## src/bdpc_pkg.sv

```systemverilog
// ----------------------------------------------------------------------------
// bdpc_pkg
// Shared types and constants for the button debounce and press classifier.
// ----------------------------------------------------------------------------
package bdpc_pkg;

    localparam int PinCount = 5;

    // Register indexes on the configuration port (byte address = 4 * index)
    localparam logic [1:0] REG_ACTIVE_LEVEL     = 2'd0;
    localparam logic [1:0] REG_LONG_PRESS_TICKS = 2'd1;
    localparam logic [1:0] REG_DEBOUNCE_TICKS   = 2'd2;

    // Press kinds
    localparam logic [1:0] KIND_SHORT         = 2'd0;
    localparam logic [1:0] KIND_LONG          = 2'd1;
    localparam logic [1:0] KIND_LONG_RELEASED = 2'd2;

    // Reset values
    localparam logic        RST_ACTIVE_LEVEL     = 1'b0;
    localparam logic [15:0] RST_LONG_PRESS_TICKS = 16'd1000;
    localparam logic [7:0]  RST_DEBOUNCE_TICKS   = 8'd40;
    localparam logic [PinCount-1:0] RST_PREV_LEVELS = '1;

    typedef struct packed {
        logic        active_level;
        logic [15:0] long_press_ticks;
        logic [7:0]  debounce_ticks;
    } t_cfg;

    typedef struct packed {
        logic [2:0] button_index;
        logic [1:0] press_kind;
    } t_event;

endpackage

```

## src/bdpc_if.sv

```systemverilog
// ----------------------------------------------------------------------------
// bdpc_if
// Valid/ready channels for pin samples and classified press events.
// ----------------------------------------------------------------------------
interface bdpc_pins_if;
    logic       valid;
    logic       ready;
    logic [4:0] pin_levels;

    modport source (output valid, output pin_levels, input ready);
    modport sink   (input valid, input pin_levels, output ready);
endinterface

interface bdpc_event_if;
    logic       valid;
    logic       ready;
    logic [2:0] button_index;
    logic [1:0] press_kind;

    modport source (output valid, output button_index, output press_kind, input ready);
    modport sink   (input valid, input button_index, input press_kind, output ready);
endinterface

```

## src/bdpc_apb_regs.sv

```systemverilog
// ----------------------------------------------------------------------------
// bdpc_apb_regs
// APB-style register file holding the classifier configuration.
// ----------------------------------------------------------------------------
module bdpc_apb_regs
    import bdpc_pkg::*;
(
    input  logic        i_clk,
    input  logic        i_rst_n,
    input  logic        psel,
    input  logic        penable,
    input  logic        pwrite,
    input  logic [3:0]  paddr,
    input  logic [31:0] pwdata,
    output logic [31:0] prdata,
    output logic        pready,
    output t_cfg        o_cfg
);

    t_cfg       r_cfg;
    logic       w_wr;
    logic [1:0] w_idx;

    assign pready = 1'b1;
    assign w_wr   = psel & penable & pwrite;
    assign w_idx  = paddr[3:2];
    assign o_cfg  = r_cfg;

    always_ff @(posedge i_clk) begin
        if (!i_rst_n) begin
            r_cfg.active_level     <= RST_ACTIVE_LEVEL;
            r_cfg.long_press_ticks <= RST_LONG_PRESS_TICKS;
            r_cfg.debounce_ticks   <= RST_DEBOUNCE_TICKS;
        end else if (w_wr) begin
            unique case (w_idx)
                REG_ACTIVE_LEVEL:     r_cfg.active_level     <= pwdata[0];
                REG_LONG_PRESS_TICKS: r_cfg.long_press_ticks <= pwdata[15:0];
                REG_DEBOUNCE_TICKS:   r_cfg.debounce_ticks   <= pwdata[7:0];
                default: ;
            endcase
        end
    end

    always_comb begin
        unique case (w_idx)
            REG_ACTIVE_LEVEL:     prdata = {31'd0, r_cfg.active_level};
            REG_LONG_PRESS_TICKS: prdata = {16'd0, r_cfg.long_press_ticks};
            REG_DEBOUNCE_TICKS:   prdata = {24'd0, r_cfg.debounce_ticks};
            default:              prdata = 32'd0;
        endcase
    end

endmodule

```

## src/bdpc_core.sv

```systemverilog
// ----------------------------------------------------------------------------
// bdpc_core
// Input register, edge detect, priority pick and press state machine.
// ----------------------------------------------------------------------------
module bdpc_core
    import bdpc_pkg::*;
(
    input  logic          i_clk,
    input  logic          i_rst_n,
    input  t_cfg          i_cfg,
    input  logic          i_in_valid,
    input  logic [4:0]    i_in_levels,
    output logic          o_in_ready,
    input  logic          i_res_room,
    output logic          o_res_valid,
    output t_event        o_res
);

    typedef enum logic [1:0] {PH_IDLE, PH_BOUNCE, PH_ACTIVE, PH_LONG} t_phase;

    t_phase      r_phase, n_phase;
    logic [2:0]  r_chosen, n_chosen;
    logic [4:0]  r_prev;
    logic [15:0] r_tick, n_tick;
    logic        r_in_valid;
    logic [4:0]  r_in_levels;

    logic        w_proc;
    logic [4:0]  w_edges;
    logic        w_any;
    logic [2:0]  w_first;
    logic        w_level;
    logic        w_released;
    logic [15:0] w_tick_inc;
    logic [7:0]  w_limit;
    logic        w_emit;
    logic [1:0]  w_kind;

    assign w_proc     = r_in_valid & i_res_room;
    assign o_in_ready = !r_in_valid | i_res_room;

    always_ff @(posedge i_clk) begin
        if (!i_rst_n) begin
            r_in_valid <= 1'b0;
        end else if (o_in_ready) begin
            r_in_valid <= i_in_valid;
        end
    end

    always_ff @(posedge i_clk) begin
        if (o_in_ready && i_in_valid) begin
            r_in_levels <= i_in_levels;
        end
    end

    always_comb begin
        w_edges = r_in_levels ^ r_prev;
        w_any   = |w_edges;
        w_first = 3'(PinCount);
        for (int i = PinCount - 1; i >= 0; i--) begin
            if (w_edges[i]) begin
                w_first = 3'(i);
            end
        end
        case (r_chosen)
            3'd0:    w_level = r_in_levels[0];
            3'd1:    w_level = r_in_levels[1];
            3'd2:    w_level = r_in_levels[2];
            3'd3:    w_level = r_in_levels[3];
            3'd4:    w_level = r_in_levels[4];
            default: w_level = 1'b0;
        endcase
        w_released = w_any && (w_first == r_chosen) && (w_level != i_cfg.active_level);
        w_tick_inc = (r_tick == 16'hFFFF) ? r_tick : r_tick + 16'd1;
        w_limit    = (i_cfg.debounce_ticks == 8'd0) ? 8'd1 : i_cfg.debounce_ticks;
    end

    always_comb begin
        n_phase  = r_phase;
        n_chosen = r_chosen;
        n_tick   = r_tick;
        w_emit   = 1'b0;
        w_kind   = KIND_SHORT;
        unique case (r_phase)
            PH_IDLE: begin
                if (w_any) begin
                    n_chosen = w_first;
                    n_tick   = 16'd0;
                    n_phase  = PH_BOUNCE;
                end
            end
            PH_BOUNCE: begin
                n_tick = w_tick_inc;
                if (w_tick_inc >= {8'd0, w_limit}) begin
                    n_tick  = 16'd0;
                    n_phase = (w_level == i_cfg.active_level) ? PH_ACTIVE : PH_IDLE;
                end
            end
            PH_ACTIVE: begin
                if (w_any) begin
                    n_tick = 16'd0;
                    if (w_released) begin
                        w_emit  = 1'b1;
                        w_kind  = KIND_SHORT;
                        n_phase = PH_IDLE;
                    end
                end else begin
                    n_tick = w_tick_inc;
                    if (i_cfg.long_press_ticks != 16'd0 &&
                        w_tick_inc >= i_cfg.long_press_ticks) begin
                        w_emit  = 1'b1;
                        w_kind  = KIND_LONG;
                        n_tick  = 16'd0;
                        n_phase = PH_LONG;
                    end
                end
            end
            PH_LONG: begin
                if (w_released) begin
                    w_emit  = 1'b1;
                    w_kind  = KIND_LONG_RELEASED;
                    n_tick  = 16'd0;
                    n_phase = PH_IDLE;
                end
            end
            default: n_phase = PH_IDLE;
        endcase
    end

    always_ff @(posedge i_clk) begin
        if (!i_rst_n) begin
            r_phase  <= PH_IDLE;
            r_chosen <= 3'd0;
            r_prev   <= RST_PREV_LEVELS;
            r_tick   <= 16'd0;
        end else if (w_proc) begin
            r_phase  <= n_phase;
            r_chosen <= n_chosen;
            r_prev   <= r_in_levels;
            r_tick   <= n_tick;
        end
    end

    assign o_res_valid       = w_proc & w_emit;
    assign o_res.button_index = r_chosen;
    assign o_res.press_kind   = w_kind;

`ifndef ASSERT_OFF
    a_emit_phase: assert property (@(posedge i_clk) disable iff (!i_rst_n)
        o_res_valid |-> (r_phase == PH_ACTIVE || r_phase == PH_LONG))
        else $error("event raised outside active or long phase");

    a_chosen_range: assert property (@(posedge i_clk) disable iff (!i_rst_n)
        (r_phase != PH_IDLE) |-> (r_chosen < 3'(PinCount)))
        else $error("selected button out of range");

    a_after_emit: assert property (@(posedge i_clk) disable iff (!i_rst_n)
        o_res_valid |=> ((r_phase == PH_IDLE || r_phase == PH_LONG) && r_tick == 16'd0))
        else $error("state not settled after event");
`endif

endmodule

```

## src/bdpc_out_reg.sv

```systemverilog
// ----------------------------------------------------------------------------
// bdpc_out_reg
// Result register driving the event channel.
// ----------------------------------------------------------------------------
module bdpc_out_reg
    import bdpc_pkg::*;
(
    input  logic    i_clk,
    input  logic    i_rst_n,
    input  logic    i_res_valid,
    input  t_event  i_res,
    output logic    o_res_room,
    bdpc_event_if.source o_evt
);

    logic   r_valid;
    t_event r_evt;

    assign o_res_room = !r_valid | o_evt.ready;

    always_ff @(posedge i_clk) begin
        if (!i_rst_n) begin
            r_valid <= 1'b0;
        end else if (o_res_room) begin
            r_valid <= i_res_valid;
        end
    end

    always_ff @(posedge i_clk) begin
        if (o_res_room && i_res_valid) begin
            r_evt <= i_res;
        end
    end

    assign o_evt.valid        = r_valid;
    assign o_evt.button_index = r_evt.button_index;
    assign o_evt.press_kind   = r_evt.press_kind;

endmodule

```

## src/button_debounce_press_classifier_unit.sv

```systemverilog
// ----------------------------------------------------------------------------
// button_debounce_press_classifier_unit
// Debounces five joystick buttons and reports short, long and long-released
// presses.
// ----------------------------------------------------------------------------
// Each transaction on the input channel is one millisecond tick carrying the
// sampled levels of the five pins (bit0 up, bit1 down, bit2 left, bit3 right,
// bit4 center). The unit takes one tick per clock cycle while the result
// register has room; a tick is held in the input register, the single-pass
// press state machine classifies it, and any resulting event is registered
// in the result register. A tick produces at most one event. Back-pressure
// on the event channel stalls the input channel only while the result
// register is full.
// Configuration is through the APB-style port: active level at 0x0, long
// press timeout at 0x4 (zero disables long press), debounce wait at 0x8
// (zero behaves as one tick). Write registers only while the unit is idle.
// No clearing pass is needed after reset.
module button_debounce_press_classifier_unit
    import bdpc_pkg::*;
(
    input  logic        i_clk,
    input  logic        i_rst_n,
    bdpc_pins_if.sink   i_pins,
    bdpc_event_if.source o_evt,
    input  logic        psel,
    input  logic        penable,
    input  logic        pwrite,
    input  logic [3:0]  paddr,
    input  logic [31:0] pwdata,
    output logic [31:0] prdata,
    output logic        pready
);

    t_cfg   w_cfg;
    logic   w_res_valid;
    t_event w_res;
    logic   w_res_room;

    // Hold configuration
    bdpc_apb_regs u_regs (
        .i_clk   (i_clk),
        .i_rst_n (i_rst_n),
        .psel    (psel),
        .penable (penable),
        .pwrite  (pwrite),
        .paddr   (paddr),
        .pwdata  (pwdata),
        .prdata  (prdata),
        .pready  (pready),
        .o_cfg   (w_cfg)
    );

    // Register the tick, detect edges and advance the press state machine
    bdpc_core u_core (
        .i_clk       (i_clk),
        .i_rst_n     (i_rst_n),
        .i_cfg       (w_cfg),
        .i_in_valid  (i_pins.valid),
        .i_in_levels (i_pins.pin_levels),
        .o_in_ready  (i_pins.ready),
        .i_res_room  (w_res_room),
        .o_res_valid (w_res_valid),
        .o_res       (w_res)
    );

    // Hold the event until the sink takes it
    bdpc_out_reg u_out (
        .i_clk       (i_clk),
        .i_rst_n     (i_rst_n),
        .i_res_valid (w_res_valid),
        .i_res       (w_res),
        .o_res_room  (w_res_room),
        .o_evt       (o_evt)
    );

endmodule
```

## src/flat_wrapper.sv

```systemverilog
// flat-port wrapper written by rule: the top's interface ports become plain ports
module button_debounce_press_classifier_unit_flat import bdpc_pkg::*;
  (i_clk, i_rst_n, psel, penable, pwrite, paddr, pwdata, prdata, pready, i_pins_valid, i_pins_pin_levels, i_pins_ready, o_evt_valid, o_evt_button_index, o_evt_press_kind, o_evt_ready);
  bdpc_pins_if i_pins_i ();
  bdpc_event_if o_evt_i ();
  input  logic i_clk;
  input  logic i_rst_n;
  input  logic psel;
  input  logic penable;
  input  logic pwrite;
  input  logic [3:0] paddr;
  input  logic [31:0] pwdata;
  output logic [31:0] prdata;
  output logic pready;
  input wire logic [$bits(i_pins_i.valid)-1:0] i_pins_valid;
  input wire logic [$bits(i_pins_i.pin_levels)-1:0] i_pins_pin_levels;
  output wire logic [$bits(i_pins_i.ready)-1:0] i_pins_ready;
  output wire logic [$bits(o_evt_i.valid)-1:0] o_evt_valid;
  output wire logic [$bits(o_evt_i.button_index)-1:0] o_evt_button_index;
  output wire logic [$bits(o_evt_i.press_kind)-1:0] o_evt_press_kind;
  input wire logic [$bits(o_evt_i.ready)-1:0] o_evt_ready;
  assign i_pins_i.valid = i_pins_valid;
  assign i_pins_i.pin_levels = i_pins_pin_levels;
  assign i_pins_ready = i_pins_i.ready;
  assign o_evt_valid = o_evt_i.valid;
  assign o_evt_button_index = o_evt_i.button_index;
  assign o_evt_press_kind = o_evt_i.press_kind;
  assign o_evt_i.ready = o_evt_ready;
  button_debounce_press_classifier_unit u_core (.i_clk(i_clk), .i_rst_n(i_rst_n), .i_pins(i_pins_i), .o_evt(o_evt_i), .psel(psel), .penable(penable), .pwrite(pwrite), .paddr(paddr), .pwdata(pwdata), .prdata(prdata), .pready(pready));
endmodule
```

## config.mk

```make
export PLATFORM = sky130hd
export DESIGN_NAME = button_debounce_press_classifier_unit_flat
export DESIGN_NICKNAME = d
export VERILOG_FILES = /design/src/bdpc_pkg.sv /design/src/bdpc_if.sv /design/src/bdpc_apb_regs.sv /design/src/bdpc_core.sv /design/src/bdpc_out_reg.sv /design/src/button_debounce_press_classifier_unit.sv /design/src/flat_wrapper.sv
export SDC_FILE = /design/constraint.sdc
export NUM_CORES = 1
export LEC_CHECK = 0
export ABC_AREA = 1
export BUFFER_PORTS_ARGS = -buffer_cell sky130_fd_sc_hd__buf_2
export CAP_MARGIN = 10
export CORE_MARGIN = 10
export CORE_UTILIZATION = 40
export DETAILED_ROUTE_END_ITERATION = 7
export SYNTH_ARGS = -nofsm -noshare
export SYNTH_HDL_FRONTEND = slang
export SYNTH_SLANG_ARGS = --single-unit
```

## constraint.sdc

```tcl
create_clock -name i_clk -period 4.1 [get_ports i_clk]
set_clock_uncertainty 0.05 [all_clocks]
set_input_delay 0.41 -clock i_clk [delete_from_list [all_inputs] [get_ports i_clk]]
set_output_delay 0.41 -clock i_clk [all_outputs]
set_load 0.05 [all_outputs]
```

==> results.tsv <==
stage	metric	value	unit
clock_network	Sink Count	63	
finish	Layout Nets	673	
worst_setup_path	worst path cell trace	ha_1, nand3_2, nor2_2, nand2_4, inv_1, nor4_1, a21oi_1, ha_1, nand2_1, inv_1, and3_1, nor2_1, nand3_1, nor2_1, nand3_1, nor2_1, nand3_2, nand2_2, nand3_1, a21oi_1	
worst_setup_path	WP buf/inv	2	
power	maximum vdd drop	0.2140	mV
worst_setup_path	Slowest cell on crit path	dfxtp_1	
place	DP HPWL	7866	um
clock_network	Clock Latency Late Sink	0.34	ns
global_routing	vias in the first global route	3691	
worst_setup_path	crit-path leading delay family	simple AND/OR/NAND/NOR gates	
finish	Multi-input gate area	0.002126	sq mm
timing	setup ws final	0.5147	ns
floorplan	effective utilization at floorplan	0.4078	
global_routing	initial antenna violation count	0	
timing	unrepaired setup endpoints after global routing	false	
floorplan	Die Area	0.01425	sq mm
floorplan	Ports	88	
global_routing	global-route wire length before repair	17420	um
synthesis	Post-Synth Simple-Gate Area	0.2519	
timing	# setup viols final	0	
timing	setup TNS	0	ns
timing	Max-slew headroom	0.4004	
clock_network	Clock Pin Slew Worst Setup and Hold Paths	0.07	ns
finish	fraction of layout instances using a drive strength above 1	0.1459	
floorplan	die width	119.4	um
timing	fin. max-slew vios	0	
detailed_routing	DRC viols	0	
finish	Area Overhead vs Synth	12.36	%
detailed_routing	DRT iter0 DRCs	198	
worst_setup_path	worst endpoint required time	4.31	ns
power	Tot Pwr	1.388	mW
finish	register area	0.001361	sq mm
global_routing	largest net degree at the start of global routing	37	
place	Port Buffers	52	
clock_network	CTS tree	done	
detailed_routing	Final ANT Viol Nets	0	
floorplan	FP Rows	36	
timing	Worst Tran Pin Value	0.8961	ns
synthesis	Synth area leaders	dfxtp_1 27%, nand2_1 11%, ha_1 8.6%	
global_routing	grt total ovfl	0	
floorplan	core area	0.009684	sq mm
clock_network	H-tree Lvls	3	
detailed_routing	via count	3596	
clock_network	post-cts sizing count	0	
worst_setup_path	crit path DAT	3.79	ns
clock_network	CTS root buffer	clkbuf_8	
worst_setup_path	CP Launch Type	register	
synthesis	XOR/XNOR Fraction of Synth Area	0.03771	
power	Leak	2.092	nW
clock_network	Inserted Clock Buffers	9	
synthesis	post-synthesis mux area share	0	
worst_setup_path	delay of the slowest cell on the worst path	0.47	ns
synthesis	post-synth cell types	34	
floorplan	DIE HEIGHT	119.4	um
finish	Filler cells	1007	
timing	min Tclk post-route	3.585	ns
synthesis	Compound-Gate Fraction of Synth Area	0.1470	
place	pre-CTS setup slack	0.5083	ns
worst_setup_path	Crit. End Element	register	
detailed_routing	wire per inst	13.62	um
finish	core occupancy in the finished layout	0.4581	
detailed_routing	routed wire length	10030	um
synthesis	top cell type's share of synthesized area	0.2687	
power	PD cells	312.8	mW/mm^2
timing	Hold Vio Cnt, Final	0	
min_path	worst hold-check path type	in2reg	
synthesis	register area share after synthesis	0.3447	
worst_setup_path	Crit Path Max Fanout	15	
synthesis	combinational family with the most area after synthesis	simple AND/OR/NAND/NOR gates	
synthesis	Synth Cell Area	0.003949	sq mm
detailed_routing	vias per cell	4.886	
timing	final hold slack	0.1884	ns
run	Max-Cap Viols	0	
clock_network	Setup Buffers After CTS	0	
finish	Antenna Cells	0	
timing	Final Cycle Share	0.8745	
detailed_routing	first-pass iteration count of the detailed router	4	
synthesis	post-synthesis adder-cell area fraction	0.08555	
synthesis	Yosys top cell by area	dfxtp_1	
clock_network	Max Root-Sink Buffers	2	
global_routing	total track usage	0.1464	
synthesis	Syn Area/Cell	7.219	sq um
timing	max frequency	278.9	MHz
clock_network	hold buffers post-CTS	0	
synthesis	Yosys Warn Count	0	
synthesis	FF+latch count, synth	63	
place	final RePlAce weighted congestion	0.8468	
worst_setup_path	Setup Crit Path Kind	reg2reg	
synthesis	post-synthesis cell count	547	
status	outcome	completed	
-- cell type report --
type | instances | area share
Clock inverter | 6 | 0.01382
Timing Repair Buffer | 54 | 0.06204
Clock buffer | 10 | 0.02876
Tap cell | 133 | 0.03751
Inverter | 85 | 0.07191
Sequential cell | 63 | 0.3068
Multi-Input combinational cell | 385 | 0.4791
-- power by group --
part,total (mW),switching [mW],internal [mW]
Combinational,0.206,0.152,0.0539
Clock,0.525,0.246,0.279
Sequential,0.657,0.0127,0.644
Total,1.39,0.411,0.977
-- worst reg2reg max path: cells and delay by family, from the launching register on --
| kind | cells | cell delay, ns |
|---|---|---|
| DFF | 1 | 0.47 |
| and+or+nand+nor | 14 | 1.82 |
| AOI/OAI and AO/OA | 2 | 0.37 |
| adders and majority gates | 2 | 0.56 |
| buffers and inverters | 2 | 0.23 |
-- path summary, 6_finish.rpt --
kind | from | depth (start not counted) | slack (ns) | endpoint
setup / recovery | u_core.u_core.r_tick[0]$_SDFFE_PN0P_ | 20 | 0.51 | u_core.u_core.r_tick[8]$_SDFFE_PN0P_
setup reg to reg | u_core.u_core.r_tick[0]$_SDFFE_PN0P_ | 20 | 0.51 | u_core.u_core.r_tick[8]$_SDFFE_PN0P_
hold reg to reg | u_core.u_core.r_prev[2]$_SDFFE_PN1P_ | 2 | 0.45 | u_core.u_core.r_prev[2]$_SDFFE_PN1P_
hold / removal | i_pins_pin_levels[3] | 1 | 0.19 | u_core.u_core.r_in_levels[3]$_DFFE_PP_
-- kinds of logic after synthesis --
logic type / count (synthesis)
adder cells (fa/ha/maj): 27
AO/OA/AOI/OAI: 103
other: 2
AND/OR/NAND/NOR: 221
XOR/XNOR: 17
flip-flops: 63
buffers and inverters: 114
-- state kept, by name, indices dropped and copies added, names as in the netlist --
| register | cells |
|---|---|
| u_core.u_core.r_prev | 5 |
| u_core.u_out.o_evt.button_index | 3 |
| u_core.u_out.o_evt.press_kind | 2 |
| u_core.u_core.r_in_valid | 1 |
| u_core.u_core.r_in_levels | 5 |
| u_core.u_core.r_phase | 2 |
| u_core.u_core.r_tick | 16 |
| u_core.u_out.o_evt.valid | 1 |
| u_core.u_regs.o_cfg | 25 |
| u_core.u_core.r_chosen | 3 |
-- per-stage QoR --
stage	instances	cell area, sq um
6_report	736	4437
5_1_grt	736	4437
4_1_cts	736	4437
3_5_place_dp	720	4248
3_3_place_gp	720	4248
2_1_floorplan	562	4005
-- per-layer routing --
layer	track usage	part of all wire	vias up
met5	0	0	-
met4	0.03997	0.011	0
met3	0.04251	0.057	11
met2	0.2573	0.48	73
met1	0.1695	0.45	1636
li1	-	-	1876
-- synthesized netlist by cell type --
cell      instances
nand2_1         113
inv_1            78
dfxtp_1          53
a21oi_1          49
nand3_1          35
nor2_1           35
ha_1             27
o21ai_0          27
buf_4            18
o211ai_1         14
nand4_1          11
edfxtp_1         10
xor2_1            9
clkbuf_1          8
xnor2_1           8
nor3_1            7
o22ai_1           7
nor4_1            5
clkinv_1          4
nand2_2           4
nor2_2            4
buf_6             3
inv_2             3
nand3_2           3
conb_1            2
nand2_4           2
a211oi_1          1
a31o_2            1
and3_1            1
nor2_8            1
o21a_1            1
o21bai_1          1
o221a_2           1
o41ai_1           1
-- cells in the final DEF (no fill, tap or decap), types with 17 or more instances in the layout --
cell     instances
a21oi_1         49
ha_1            27
nand3_1         35
nand2_1        113
inv_1           78
conb_1          17
dfxtp_1         53
o21ai_0         27
nor2_1          35
buf_2           52
Note: power is estimated with default switching activity, not from simulation.
